### config.mk
export PLATFORM = sky130hd
export DESIGN_NAME = cube_map_face_texel_address
export DESIGN_NICKNAME = d
export VERILOG_FILES = /design/src/rtl/cmfta_pkg.sv /design/src/rtl/cmfta_div.sv /design/src/rtl/cube_map_face_texel_address.sv
export VERILOG_INCLUDE_DIRS = /design/src /design/src/rtl
export SDC_FILE = /design/constraint.sdc
export NUM_CORES = 2
export LEC_CHECK = 0
export BUFFER_PORTS_ARGS = -buffer_cell sky130_fd_sc_hd__buf_4
export CELL_PAD_IN_SITES_DETAIL_PLACEMENT = 1
export CELL_PAD_IN_SITES_GLOBAL_PLACEMENT = 2
export CORE_MARGIN = 4
export CORE_UTILIZATION = 47
export CTS_BUF_LIST = sky130_fd_sc_hd__clkbuf_8
export DETAILED_ROUTE_END_ITERATION = 8
export PLACE_DENSITY = 0.81
export SLEW_MARGIN = 25
export SYNTH_ARGS = -nofsm -noshare
export SYNTH_HDL_FRONTEND = slang
export SYNTH_HIERARCHICAL = 1
export SYNTH_SLANG_ARGS = --single-unit
export TNS_END_PERCENT = 5
### constraint.sdc
create_clock -name clk -period 6.9 [get_ports clk]
set_input_delay 1.38 -clock clk [delete_from_list [all_inputs] [get_ports clk]]
set_output_delay 1.38 -clock clk [all_outputs]
set_load 0.02 [all_outputs]
### src/rtl/cube_map_face_texel_address_assert.svh
// assertion macros shared by the cube map texel address block
`ifndef CUBE_MAP_FACE_TEXEL_ADDRESS_ASSERT_SVH
`define CUBE_MAP_FACE_TEXEL_ADDRESS_ASSERT_SVH

`ifndef NO_ASSERTIONS

// same-cycle implication, checked on every clk edge out of reset
`define CMFTA_ASSERT_IMP(lbl, ante, cons, msg) \
	lbl: assert property (@(posedge clk) disable iff (!arst_n) (ante) |-> (cons)) \
		else $error(msg);

// next-cycle implication
`define CMFTA_ASSERT_NXT(lbl, ante, cons, msg) \
	lbl: assert property (@(posedge clk) disable iff (!arst_n) (ante) |=> (cons)) \
		else $error(msg);

`else

`define CMFTA_ASSERT_IMP(lbl, ante, cons, msg)
`define CMFTA_ASSERT_NXT(lbl, ante, cons, msg)

`endif

`endif

### src/rtl/cmfta_pkg.sv
package cmfta_pkg;

	localparam int DIR_W    = 16;
	localparam int MAG_W    = 16;
	localparam int NUM_W    = 17;
	localparam int TEXEL_W  = 12;
	localparam int CFG_W    = 13;
	localparam int CFG_AW   = 2;

	localparam logic [CFG_W-1:0] SIZE_RESET = 13'd256;

	localparam logic [CFG_AW-1:0] REG_FACE_WIDTH  = 2'd0;
	localparam logic [CFG_AW-1:0] REG_FACE_HEIGHT = 2'd1;

	typedef enum logic [2:0] {
		FACE_FRONT  = 3'd0,
		FACE_BACK   = 3'd1,
		FACE_TOP    = 3'd2,
		FACE_BOTTOM = 3'd3,
		FACE_LEFT   = 3'd4,
		FACE_RIGHT  = 3'd5
	} face_t;

	typedef struct packed {
		logic  zero;
		face_t face;
	} side_t;

	// u coordinate runs against the minor axis on these faces
	function automatic logic u_negate(face_t f);
		return (f == FACE_FRONT) || (f == FACE_RIGHT);
	endfunction

	function automatic logic v_negate(face_t f);
		return (f == FACE_BOTTOM);
	endfunction

endpackage

### src/rtl/cmfta_div.sv
`include "cube_map_face_texel_address_assert.svh"

module cmfta_div #(
	parameter int QW = 13,
	parameter int NW = 30,
	parameter int DW = 17
) (
	input  logic          clk,
	input  logic          arst_n,
	input  logic          in_valid,
	input  logic [NW-1:0] dividend,
	input  logic [DW-1:0] divisor,
	input  logic [QW-1:0] size,
	output logic          out_valid,
	output logic [QW-1:0] quot
);

	// one quotient bit per stage, msb first
	logic [QW:1]   vld_s;
	logic [NW-1:0] rem_s  [1:QW];
	logic [QW-1:0] quo_s  [1:QW];
	logic [DW-1:0] dvs_s  [1:QW];
	logic [QW-1:0] size_s [1:QW];

	logic          res_vld_q;
	logic [QW-1:0] res_quot_q;
	logic [QW-1:0] res_size_q;

	for (genvar k = 0; k < QW; k++) begin : g_stage
		localparam int BIT = QW - 1 - k;

		logic          v_in;
		logic [NW-1:0] r_in;
		logic [QW-1:0] q_in;
		logic [DW-1:0] d_in;
		logic [QW-1:0] s_in;
		logic [NW-1:0] shd;
		logic          ge;

		if (k == 0) begin : g_first
			assign v_in = in_valid;
			assign r_in = dividend;
			assign q_in = '0;
			assign d_in = divisor;
			assign s_in = size;
		end else begin : g_next
			assign v_in = vld_s[k];
			assign r_in = rem_s[k];
			assign q_in = quo_s[k];
			assign d_in = dvs_s[k];
			assign s_in = size_s[k];
		end

		assign shd = NW'(d_in) << BIT;
		assign ge  = (r_in >= shd);

		always_ff @(posedge clk or negedge arst_n) begin
			if (!arst_n) begin
				vld_s[k+1] <= 1'b0;
			end else begin
				vld_s[k+1] <= v_in;
			end
		end

		always_ff @(posedge clk) begin
			if (v_in) begin
				rem_s[k+1]  <= ge ? (r_in - shd) : r_in;
				quo_s[k+1]  <= q_in | (ge ? (QW'(1) << BIT) : QW'(0));
				dvs_s[k+1]  <= d_in;
				size_s[k+1] <= s_in;
			end
		end
	end

	always_ff @(posedge clk or negedge arst_n) begin
		if (!arst_n) begin
			res_vld_q <= 1'b0;
		end else begin
			res_vld_q <= vld_s[QW];
		end
	end

	// far edge gives quotient == size, clamp to the last texel
	always_ff @(posedge clk) begin
		if (vld_s[QW]) begin
			res_quot_q <= (quo_s[QW] >= size_s[QW]) ? (size_s[QW] - QW'(1)) : quo_s[QW];
			res_size_q <= size_s[QW];
		end
	end

	assign out_valid = res_vld_q;
	assign quot      = res_quot_q;

	`CMFTA_ASSERT_IMP(a_rem_below_divisor, vld_s[QW], rem_s[QW] < NW'(dvs_s[QW]), "remainder not reduced below divisor")
	`CMFTA_ASSERT_NXT(a_valid_reaches_out, vld_s[QW], res_vld_q, "last stage word lost")
	`CMFTA_ASSERT_IMP(a_quot_in_face, res_vld_q, res_quot_q < res_size_q, "texel beyond face size")

endmodule

### src/rtl/cube_map_face_texel_address.sv
// Cube map face select and texel address.
// A direction (dir_x, dir_y, dir_z, signed Q2.14) is taken at each clock edge
// where start is high; busy is always low, so a new direction may be given in
// every cycle. The face of the largest magnitude is chosen and the two minor
// components are mapped to a column and row of that face, saturated to the
// face size minus one. An all-zero direction gives face 1, texel 0 and sets
// zero_vector.
// done pulses for one cycle as a word leaves the clamp register of the
// dividers, with face_index, texel_col, texel_row and zero_vector valid in
// that cycle. Throughput is one word per cycle; the pipeline is four front
// stages (register, face pick, coordinate add, size multiply) and a
// one-bit-per-stage divider pair with a clamp register at its end.
// face_width and face_height must be written through cfg_we/cfg_addr/cfg_wdata
// while no word is in flight; the block itself does not enforce this. A size
// of zero acts as one and a size above MAX_FACE_SIZE acts as MAX_FACE_SIZE.
// Reset empties the pipeline and sets both sizes to 256. The receiver takes
// every result as it comes.

`include "cube_map_face_texel_address_assert.svh"

module cube_map_face_texel_address
	import cmfta_pkg::*;
#(
	parameter int MAX_FACE_SIZE = 4096
) (
	input  logic                     clk,
	input  logic                     arst_n,
	input  logic                     cfg_we,
	input  logic [CFG_AW-1:0]        cfg_addr,
	input  logic [CFG_W-1:0]         cfg_wdata,
	input  logic                     start,
	output logic                     busy,
	input  logic signed [DIR_W-1:0]  dir_x,
	input  logic signed [DIR_W-1:0]  dir_y,
	input  logic signed [DIR_W-1:0]  dir_z,
	output logic                     done,
	output logic [2:0]               face_index,
	output logic [TEXEL_W-1:0]       texel_col,
	output logic [TEXEL_W-1:0]       texel_row,
	output logic                     zero_vector
);

	localparam int SW = $clog2(MAX_FACE_SIZE + 1);
	localparam int NW = NUM_W + SW;

	logic [CFG_W-1:0] face_width_q, face_height_q;
	logic [SW-1:0]    width_eff, height_eff;
	logic [31:0]      width_ext, height_ext;

	always_ff @(posedge clk or negedge arst_n) begin
		if (!arst_n) begin
			face_width_q  <= SIZE_RESET;
			face_height_q <= SIZE_RESET;
		end else if (cfg_we) begin
			case (cfg_addr)
				REG_FACE_WIDTH:  face_width_q  <= cfg_wdata;
				REG_FACE_HEIGHT: face_height_q <= cfg_wdata;
				default: ;
			endcase
		end
	end

	assign width_ext  = 32'(face_width_q);
	assign height_ext = 32'(face_height_q);

	always_comb begin
		if (face_width_q == '0) begin
			width_eff = SW'(1);
		end else if (width_ext > 32'(MAX_FACE_SIZE)) begin
			width_eff = SW'(MAX_FACE_SIZE);
		end else begin
			width_eff = width_ext[SW-1:0];
		end
		if (face_height_q == '0) begin
			height_eff = SW'(1);
		end else if (height_ext > 32'(MAX_FACE_SIZE)) begin
			height_eff = SW'(MAX_FACE_SIZE);
		end else begin
			height_eff = height_ext[SW-1:0];
		end
	end

	assign busy = 1'b0;

	// stage 1: capture and magnitudes
	logic                    vld_s1, vld_s2, vld_s3, vld_s4;
	logic signed [DIR_W-1:0] dir_x_s1, dir_y_s1, dir_z_s1;
	logic [MAG_W-1:0]        mag_x_s1, mag_y_s1, mag_z_s1;
	logic                    zero_s1;
	logic [SW-1:0]           width_s1, height_s1;
	logic [MAG_W-1:0]        mag_x_c, mag_y_c, mag_z_c;

	assign mag_x_c = dir_x[DIR_W-1] ? (~dir_x + 1'b1) : dir_x;
	assign mag_y_c = dir_y[DIR_W-1] ? (~dir_y + 1'b1) : dir_y;
	assign mag_z_c = dir_z[DIR_W-1] ? (~dir_z + 1'b1) : dir_z;

	always_ff @(posedge clk or negedge arst_n) begin
		if (!arst_n) begin
			vld_s1 <= 1'b0;
			vld_s2 <= 1'b0;
			vld_s3 <= 1'b0;
			vld_s4 <= 1'b0;
		end else begin
			vld_s1 <= start && !busy;
			vld_s2 <= vld_s1;
			vld_s3 <= vld_s2;
			vld_s4 <= vld_s3;
		end
	end

	always_ff @(posedge clk) begin
		if (start && !busy) begin
			dir_x_s1  <= dir_x;
			dir_y_s1  <= dir_y;
			dir_z_s1  <= dir_z;
			mag_x_s1  <= mag_x_c;
			mag_y_s1  <= mag_y_c;
			mag_z_s1  <= mag_z_c;
			zero_s1   <= (dir_x == '0) && (dir_y == '0) && (dir_z == '0);
			width_s1  <= width_eff;
			height_s1 <= height_eff;
		end
	end

	// stage 2: face pick and axis select; ties fall to the later branch
	face_t                   face_c;
	logic [MAG_W-1:0]        major_c;
	logic signed [DIR_W-1:0] minor_u_c, minor_v_c;

	always_comb begin
		if (mag_x_s1 > mag_y_s1) begin
			if (mag_x_s1 > mag_z_s1) begin
				face_c = (dir_x_s1 > 0) ? FACE_LEFT : FACE_RIGHT;
			end else begin
				face_c = (dir_z_s1 > 0) ? FACE_FRONT : FACE_BACK;
			end
		end else if (mag_y_s1 > mag_z_s1) begin
			face_c = (dir_y_s1 > 0) ? FACE_TOP : FACE_BOTTOM;
		end else begin
			face_c = (dir_z_s1 > 0) ? FACE_FRONT : FACE_BACK;
		end

		case (face_c)
			FACE_TOP, FACE_BOTTOM: begin
				major_c   = mag_y_s1;
				minor_u_c = dir_x_s1;
				minor_v_c = dir_z_s1;
			end
			FACE_LEFT, FACE_RIGHT: begin
				major_c   = mag_x_s1;
				minor_u_c = dir_z_s1;
				minor_v_c = dir_y_s1;
			end
			default: begin
				major_c   = mag_z_s1;
				minor_u_c = dir_x_s1;
				minor_v_c = dir_y_s1;
			end
		endcase
	end

	side_t                   side_s2, side_s3, side_s4;
	logic [MAG_W-1:0]        major_s2;
	logic signed [DIR_W-1:0] minor_u_s2, minor_v_s2;
	logic                    neg_u_s2, neg_v_s2;
	logic [SW-1:0]           width_s2, height_s2;

	always_ff @(posedge clk) begin
		if (vld_s1) begin
			side_s2.zero <= zero_s1;
			side_s2.face <= face_c;
			major_s2     <= major_c;
			minor_u_s2   <= minor_u_c;
			minor_v_s2   <= minor_v_c;
			neg_u_s2     <= u_negate(face_c);
			neg_v_s2     <= v_negate(face_c);
			width_s2     <= width_s1;
			height_s2    <= height_s1;
		end
	end

	// stage 3: numerators major +/- minor, divisor 2*major
	logic signed [NUM_W:0] maj_ext, min_u_ext, min_v_ext, sum_u, sum_v;
	logic [NUM_W-1:0]      num_u_s3, num_v_s3, divisor_s3;
	logic [SW-1:0]         width_s3, height_s3;

	assign maj_ext   = $signed({2'b00, major_s2});
	assign min_u_ext = $signed({{2{minor_u_s2[DIR_W-1]}}, minor_u_s2});
	assign min_v_ext = $signed({{2{minor_v_s2[DIR_W-1]}}, minor_v_s2});
	assign sum_u     = neg_u_s2 ? (maj_ext - min_u_ext) : (maj_ext + min_u_ext);
	assign sum_v     = neg_v_s2 ? (maj_ext - min_v_ext) : (maj_ext + min_v_ext);

	always_ff @(posedge clk) begin
		if (vld_s2) begin
			side_s3    <= side_s2;
			num_u_s3   <= sum_u[NUM_W] ? '0 : sum_u[NUM_W-1:0];
			num_v_s3   <= sum_v[NUM_W] ? '0 : sum_v[NUM_W-1:0];
			// zero direction divides 0 by 1 so both texels come out 0
			divisor_s3 <= (major_s2 == '0) ? NUM_W'(1) : {major_s2, 1'b0};
			width_s3   <= width_s2;
			height_s3  <= height_s2;
		end
	end

	// stage 4: scale numerators by face size
	logic [NW-1:0]    dividend_u_s4, dividend_v_s4;
	logic [NUM_W-1:0] divisor_s4;
	logic [SW-1:0]    width_s4, height_s4;

	always_ff @(posedge clk) begin
		if (vld_s3) begin
			side_s4       <= side_s3;
			dividend_u_s4 <= NW'(num_u_s3) * NW'(width_s3);
			dividend_v_s4 <= NW'(num_v_s3) * NW'(height_s3);
			divisor_s4    <= divisor_s3;
			width_s4      <= width_s3;
			height_s4     <= height_s3;
		end
	end

	logic          col_vld, row_vld;
	logic [SW-1:0] col_quot, row_quot;

	cmfta_div #(.QW(SW), .NW(NW), .DW(NUM_W)) u_div_col (
		.clk       (clk),
		.arst_n    (arst_n),
		.in_valid  (vld_s4),
		.dividend  (dividend_u_s4),
		.divisor   (divisor_s4),
		.size      (width_s4),
		.out_valid (col_vld),
		.quot      (col_quot)
	);

	cmfta_div #(.QW(SW), .NW(NW), .DW(NUM_W)) u_div_row (
		.clk       (clk),
		.arst_n    (arst_n),
		.in_valid  (vld_s4),
		.dividend  (dividend_v_s4),
		.divisor   (divisor_s4),
		.size      (height_s4),
		.out_valid (row_vld),
		.quot      (row_quot)
	);

	// face and zero flag ride alongside the dividers
	side_t side_dly_q [SW+1];

	always_ff @(posedge clk) begin
		side_dly_q[0] <= side_s4;
		for (int j = 1; j <= SW; j++) begin
			side_dly_q[j] <= side_dly_q[j-1];
		end
	end

	logic [SW+TEXEL_W-1:0] col_ext, row_ext;

	assign col_ext     = {{TEXEL_W{1'b0}}, col_quot};
	assign row_ext     = {{TEXEL_W{1'b0}}, row_quot};
	assign done        = col_vld;
	assign face_index  = side_dly_q[SW].face;
	assign zero_vector = side_dly_q[SW].zero;
	assign texel_col   = col_ext[TEXEL_W-1:0];
	assign texel_row   = row_ext[TEXEL_W-1:0];

	`CMFTA_ASSERT_IMP(a_div_lockstep, 1'b1, col_vld == row_vld, "column and row dividers out of step")
	`CMFTA_ASSERT_NXT(a_accept_enters, start && !busy, vld_s1, "accepted word did not enter stage 1")
	`CMFTA_ASSERT_IMP(a_zero_result, done && zero_vector, texel_col == '0 && texel_row == '0 && face_index == 3'(FACE_BACK), "zero direction gave a nonzero result")

endmodule
## Word-level counts from Yosys, hierarchy flattened

Memories as Yosys holds them, arrays and structs flattened.
Cells that the tools add are included.

| storage, ports and cells | value |
|---|---|
| logic and storage cells | 288 |
| memories | 9 |
| input port bits | 67 |
| output and inout bits | 30 |
| flip-flop bits (word level) | 459 |
| memory bits (writable) | 1954 |

| cells by class | value |
|---|---|
| eq/ne operators | 5 |
| multiply operators | 2 |
| bitwise logic cells | 27 |
| add/subtract/negate cells | 35 |
| muxes and demuxes | 97 |
| $lt $le $gt $ge | 36 |
| reductions and logical operators | 17 |

Memories:

| memory | words | width | read ports | clocked after memory_dff | wr ports | line | text |
|---|---|---|---|---|---|---|---|
| u_div_col.rem_s | 13 | 30 | 12 | 0 | 13 | cmfta_div.sv:20 | `logic [NW-1:0] rem_s [1:QW];` |
| u_div_row.rem_s | 13 | 30 | 12 | 0 | 13 | cmfta_div.sv:20 |  |
| u_div_col.dvs_s | 13 | 17 | 12 | 0 | 13 | cmfta_div.sv:22 | `logic [DW-1:0] dvs_s [1:QW];` |
| u_div_row.dvs_s | 13 | 17 | 12 | 0 | 13 | cmfta_div.sv:22 |  |
| u_div_col.quo_s | 13 | 13 | 13 | 0 | 13 | cmfta_div.sv:21 | `logic [QW-1:0] quo_s [1:QW];` |
| u_div_col.size_s | 13 | 13 | 13 | 0 | 13 | cmfta_div.sv:23 | `logic [QW-1:0] size_s [1:QW];` |
| +3 memories | -- | -- | -- | -- | -- | -- |  |

Operators with widths:

| operator | count |
|---|---|
| $mux W30 | 26 |
| $or A13 B13 Y13 | 24 |
| $logic_not A16 Y1 | 4 |
| $ge A30 B17 Y1 | 2 |
| $ge A30 B18 Y1 | 2 |
| $ge A30 B19 Y1 | 2 |
| $ge A30 B20 Y1 | 2 |
| $ge A30 B21 Y1 | 2 |
| $ge A30 B22 Y1 | 2 |
| $ge A30 B23 Y1 | 2 |
| $ge A30 B24 Y1 | 2 |
| $ge A30 B25 Y1 | 2 |
| $ge A30 B26 Y1 | 2 |
| $ge A30 B27 Y1 | 2 |
| $ge A30 B28 Y1 | 2 |
| $ge A30 B29 Y1 | 2 |
| $mul A17 B13 Y30 | 2 |
| $sub A30 B17 Y30 | 2 |
| $sub A30 B18 Y30 | 2 |
| $sub A30 B19 Y30 | 2 |
| $sub A30 B20 Y30 | 2 |
| $sub A30 B21 Y30 | 2 |
| $sub A30 B22 Y30 | 2 |
| $sub A30 B23 Y30 | 2 |
| 42 further kinds | 123 |

## Depth between registers and ports, before layout

| logic depth | value |
|---|---|
| depth after elaboration | 7 |
| mapped depth | 22 |
| depth with buffers taken out | 21 |

## Hierarchy

Netlist, hierarchy kept.

By module, submodules not included:

| module | sequential area each (µm²) | area an instance (µm²) | cells an instance | times used |
|---|---|---|---|---|
| cmfta_div (u_div_row) | 25484.4 | 41227.0 | 3256 | 1 |
| cmfta_div (u_div_col) | 25484.4 | 41055.6 | 3222 | 1 |
| cube_map_face_texel_address | 13525.5 | 33692.3 | 3027 | 1 |

## Least setup slack after synthesis

Ideal clock, no wire load.

| timing path | value |
|---|---|
| path kind | flip-flop to flip-flop |
| start | register height_s3[5] |
| end | register dividend_v_s4[26], data pin |
| clock period less this slack | 5.786 ns |
| arrival time | 5.523 ns |
| buffers on the path | 2 |
| data required time | 6.638 ns |
| path slack | 1.114 ns |
| cell stages (with the launch flop) | 22 |
| library setup time | 0.262 ns |
| cells stage by stage | edfxtp_1 -> clkbuf_1 -> clkbuf_1 -> nand2_1 -> fa_1 -> fa_1 -> fa_1 -> inv_1 -> fa_1 -> inv_1 -> fa_1 -> inv_1 -> ha_1 -> a21o_1 -> a21o_1 -> a2111o_1 -> a21o_1 -> nand2_1 -> o2111ai_1 -> a31oi_1 -> mux2i_1 -> nand3_1 |

| between the ends | value |
|---|---|
| longest elaborated chain between the ends | 1 |

Ends and longest elaborated chain:

| item | line | text |
|---|---|---|
| start, declared | cube_map_face_texel_address.sv:185 | `logic [SW-1:0] width_s3, height_s3;` |
| start signal, assigned | cube_map_face_texel_address.sv:201 | `height_s3 <= height_s2;` |
| $mul A17 B13 Y30 | cube_map_face_texel_address.sv:214 | `dividend_v_s4 <= NW'(num_v_s3) * NW'(height_s3);` |
| end signal, assigned | cube_map_face_texel_address.sv:214 |  |
| end, declared | cube_map_face_texel_address.sv:206 | `logic [NW-1:0] dividend_u_s4, dividend_v_s4;` |

Every way passes these cells.
A chain may end at the register's enable or synchronous reset.

## Final worst setup path

| timing path | value |
|---|---|
| start | register width_s3[1] |
| end | register dividend_u_s4[29], data pin |

| between the ends | value |
|---|---|
| longest elaborated chain between the ends | 1 |

Ends and longest elaborated chain:

| item | line | text |
|---|---|---|
| start, declared | cube_map_face_texel_address.sv:185 |  |
| start signal, assigned | cube_map_face_texel_address.sv:200 | `width_s3 <= width_s2;` |
| $mul A17 B13 Y30 | cube_map_face_texel_address.sv:213 | `dividend_u_s4 <= NW'(num_u_s3) * NW'(width_s3);` |
| end signal, assigned | cube_map_face_texel_address.sv:213 |  |
| end, declared | cube_map_face_texel_address.sv:206 |  |

Every way passes these cells.

==> results.cfg <==
[timing]
slew_headroom_pct = 33.3
finalHoldViolCount = 0
layout_min_cycle_time_ns = 6.25
skew_ns = 0.105
rsz0062_at_grt = false
setup_viol = 0
whs_ns = 0.165
worst_pin_slew_ns = 0.988
slew_viol_final = 0
timing.final.crit_share_pct = 90.6
fmax_mhz = 160
timing.setup.tns_ns = 0
layout_setup_ws_ns = 0.646

[grt]
antenna_found_initial = 1
grt_pass1_vias = 78600
use_met1_pct = 24.9
grt_overflow = 0
grt_pass1_wl_mm = 433
grt-busiest-layer = met2
grtUsageTotal_pct = 21.2
gr-usage-met3_pct = 3.05
grt_max_degree = 82
grtUsageMet2_pct = 39.0

[route]
viasPerCell = 5.39
drcViolationCount = 0
first_pass_iters = 5
wl_per_cell_um = 20.2
drtAntennaViolNets = 0
wl_mm = 268
num_vias = 71600
first_iter_violations = 3426

[clocking]
clk_pin_slew_worst_paths_ns = 0.06
cts_buffer_depth = 4
post_cts_buffers = 0
cts_made_buffers = 379
clkLatencyLatePin_ns = 1.09
ctsHoldBuffers = 0
cts_resized = 0
cts-root-buf = clkbuf_8
cts.sinks = 2173
h-tree-depth = 5
cts_tree = done

[yosys]
synth_warnings = 6
synth_area_um2 = 116000
syn_nets = 10600
synthCells = 9494
synth.avg_cell_area_um2 = 12.2

[pwr]
power_w = 0.0628
leakage_nw = 51.2
power_density_nw_per_um2 = 493
swShare_pct = 40.0
switchingPower_w = 0.0251
power_frac_comb_pct = 49.5
internal-power_w = 0.0377
clockPowerShare_pct = 17.6
vdd_drop_max_v = 0.000821
seqPwrFrac_pct = 32.9

[worst_setup_path]
path_buf_inv = 4
critPathCaptureType = flip-flop
cp.required_ns = 7.72
arrival_ns = 7.08
crit_path_max_incr_delay_ns = 0.67
path_delay_family = adder cells
critPathSlowestCell = edfxtp_1
crit_fanout = 18
start_kind = flip-flop
critical_path.most_common_cell = fa_1
crit_type = flip-flop to flip-flop
path_cells = and2_1 -> fa_1 -> inv_1 -> fa_1 -> inv_1 -> fa_1 -> fa_1 -> inv_1 -> fa_1 -> inv_1 -> ha_1 -> a211oi_1 -> nand2_1 -> a221o_1 -> a31o_2 -> a211o_1 -> nor3_2 -> o31ai_1 -> o41ai_2 -> xnor2_1

[placement]
gp_congestion = 0.921
place_inst = 12600
dpl_worst_slack_ns = 0.615
hpwl_mm = 210
portBuffers = 95

[layout]
finalNonFillerCells = 13300
final_cell_mix = edfxtp_1 (2060), inv_1 (1211), nand2_1 (792)
drive_above_1_share_pct = 9.44
final_common_cell = edfxtp_1
fill_cells = 25200
nNetsFinal = 10900
area.growth.synth_to_final_pct = 9.95

[die]
ios = 97
start_util_pct = 47.4
coreArea_um2 = 244000
row_count = 181
die_y_um = 504
fp.dieArea_um2 = 254000
die_w_um = 504

[status]
status = finished clean

[job]
maxCapViolations = 0

[hold_path]
hold_path.class = input pin to async pin
## final cells by class
| type | count | area, um^2 | share of cell area, % |
|---|---|---|---|
| antenna | 2 | 5.00 | 0.00393 |
| clock buffer | 402 | 5530 | 4.34 |
| sequential | 2173 | 64500 | 50.6 |
| timing repair buffer | 172 | 1310 | 1.03 |
| tap | 3202 | 4010 | 3.15 |
| clock inverter | 246 | 1500 | 1.17 |
| inverter | 1111 | 4170 | 3.27 |
| multi-input combinational | 5984 | 46400 | 36.4 |
## sequential cells by signal (all words and copies together), names as in the netlist, 16 cells and up
signal and count:
u_div_col/dvs_s 204, u_div_row/rem_s 360, dir_z_s1 16, minor_u_s2 16, u_div_col/quo_s 91, minor_v_s2 16, u_div_col/size_s 169, u_div_row/quo_s 91
num_v_s3 17, u_div_row/dvs_s 204, dividend_u_s4 30, major_s2 16, u_div_row/size_s 169, dir_y_s1 16, dividend_v_s4 30, divisor_s3 17
divisor_s4 17, dir_x_s1 16, num_u_s3 17, u_div_col/rem_s 360, side_dly_q 56
## routing by layer
layer / up-vias / part of all wire [%]
met5: - / 0
met4: 0 / 3.9
met3: 505 / 3.1
met2: 1141 / 52
met1: 35400 / 41
li1: 34500 / -
## stage by stage
| stage | cell area (um^2) | util, % |
|---|---|---|
| after detailed placement | 120000 | 49.3 |
| after global routing | 127000 | 52.2 |
| final | 127000 | 52.2 |
| after global placement | 120000 | 49.3 |
| after CTS | 127000 | 52.2 |
| after floorplan | 116000 | - |
## power groups by stage
stage / logic, W / registers [W] / clock network, W
5_1_grt: 0.0353 / 0.0209 / 0.0121
2_1_floorplan: 0.0233 / 0.0200 / 0
3_3_place_gp: 0.0301 / 0.0208 / 0
4_1_cts: 0.0315 / 0.0207 / 0.0115
3_5_place_dp: 0.0313 / 0.0209 / 0
6_report: 0.0311 / 0.0207 / 0.0110
## worst paths after layout
check	startpoint	end	slack [ns]	depth (start not counted)
max in group asynchronous	arst_n	u_div_row/g_stage[12].v_in	5.49	2
min in group clk	side_dly_q[1][8]	side_dly_q[1][12]	0.28	0
max	width_s3[1]	dividend_u_s4[29]	0.65	20
min	arst_n	face_height_q[11]	0.16	1
min reg2reg	side_dly_q[1][8]	side_dly_q[1][12]	0.28	0
max reg2reg	width_s3[1]	dividend_u_s4[29]	0.65	20
Note: power is estimated with default switching activity, not from simulation.
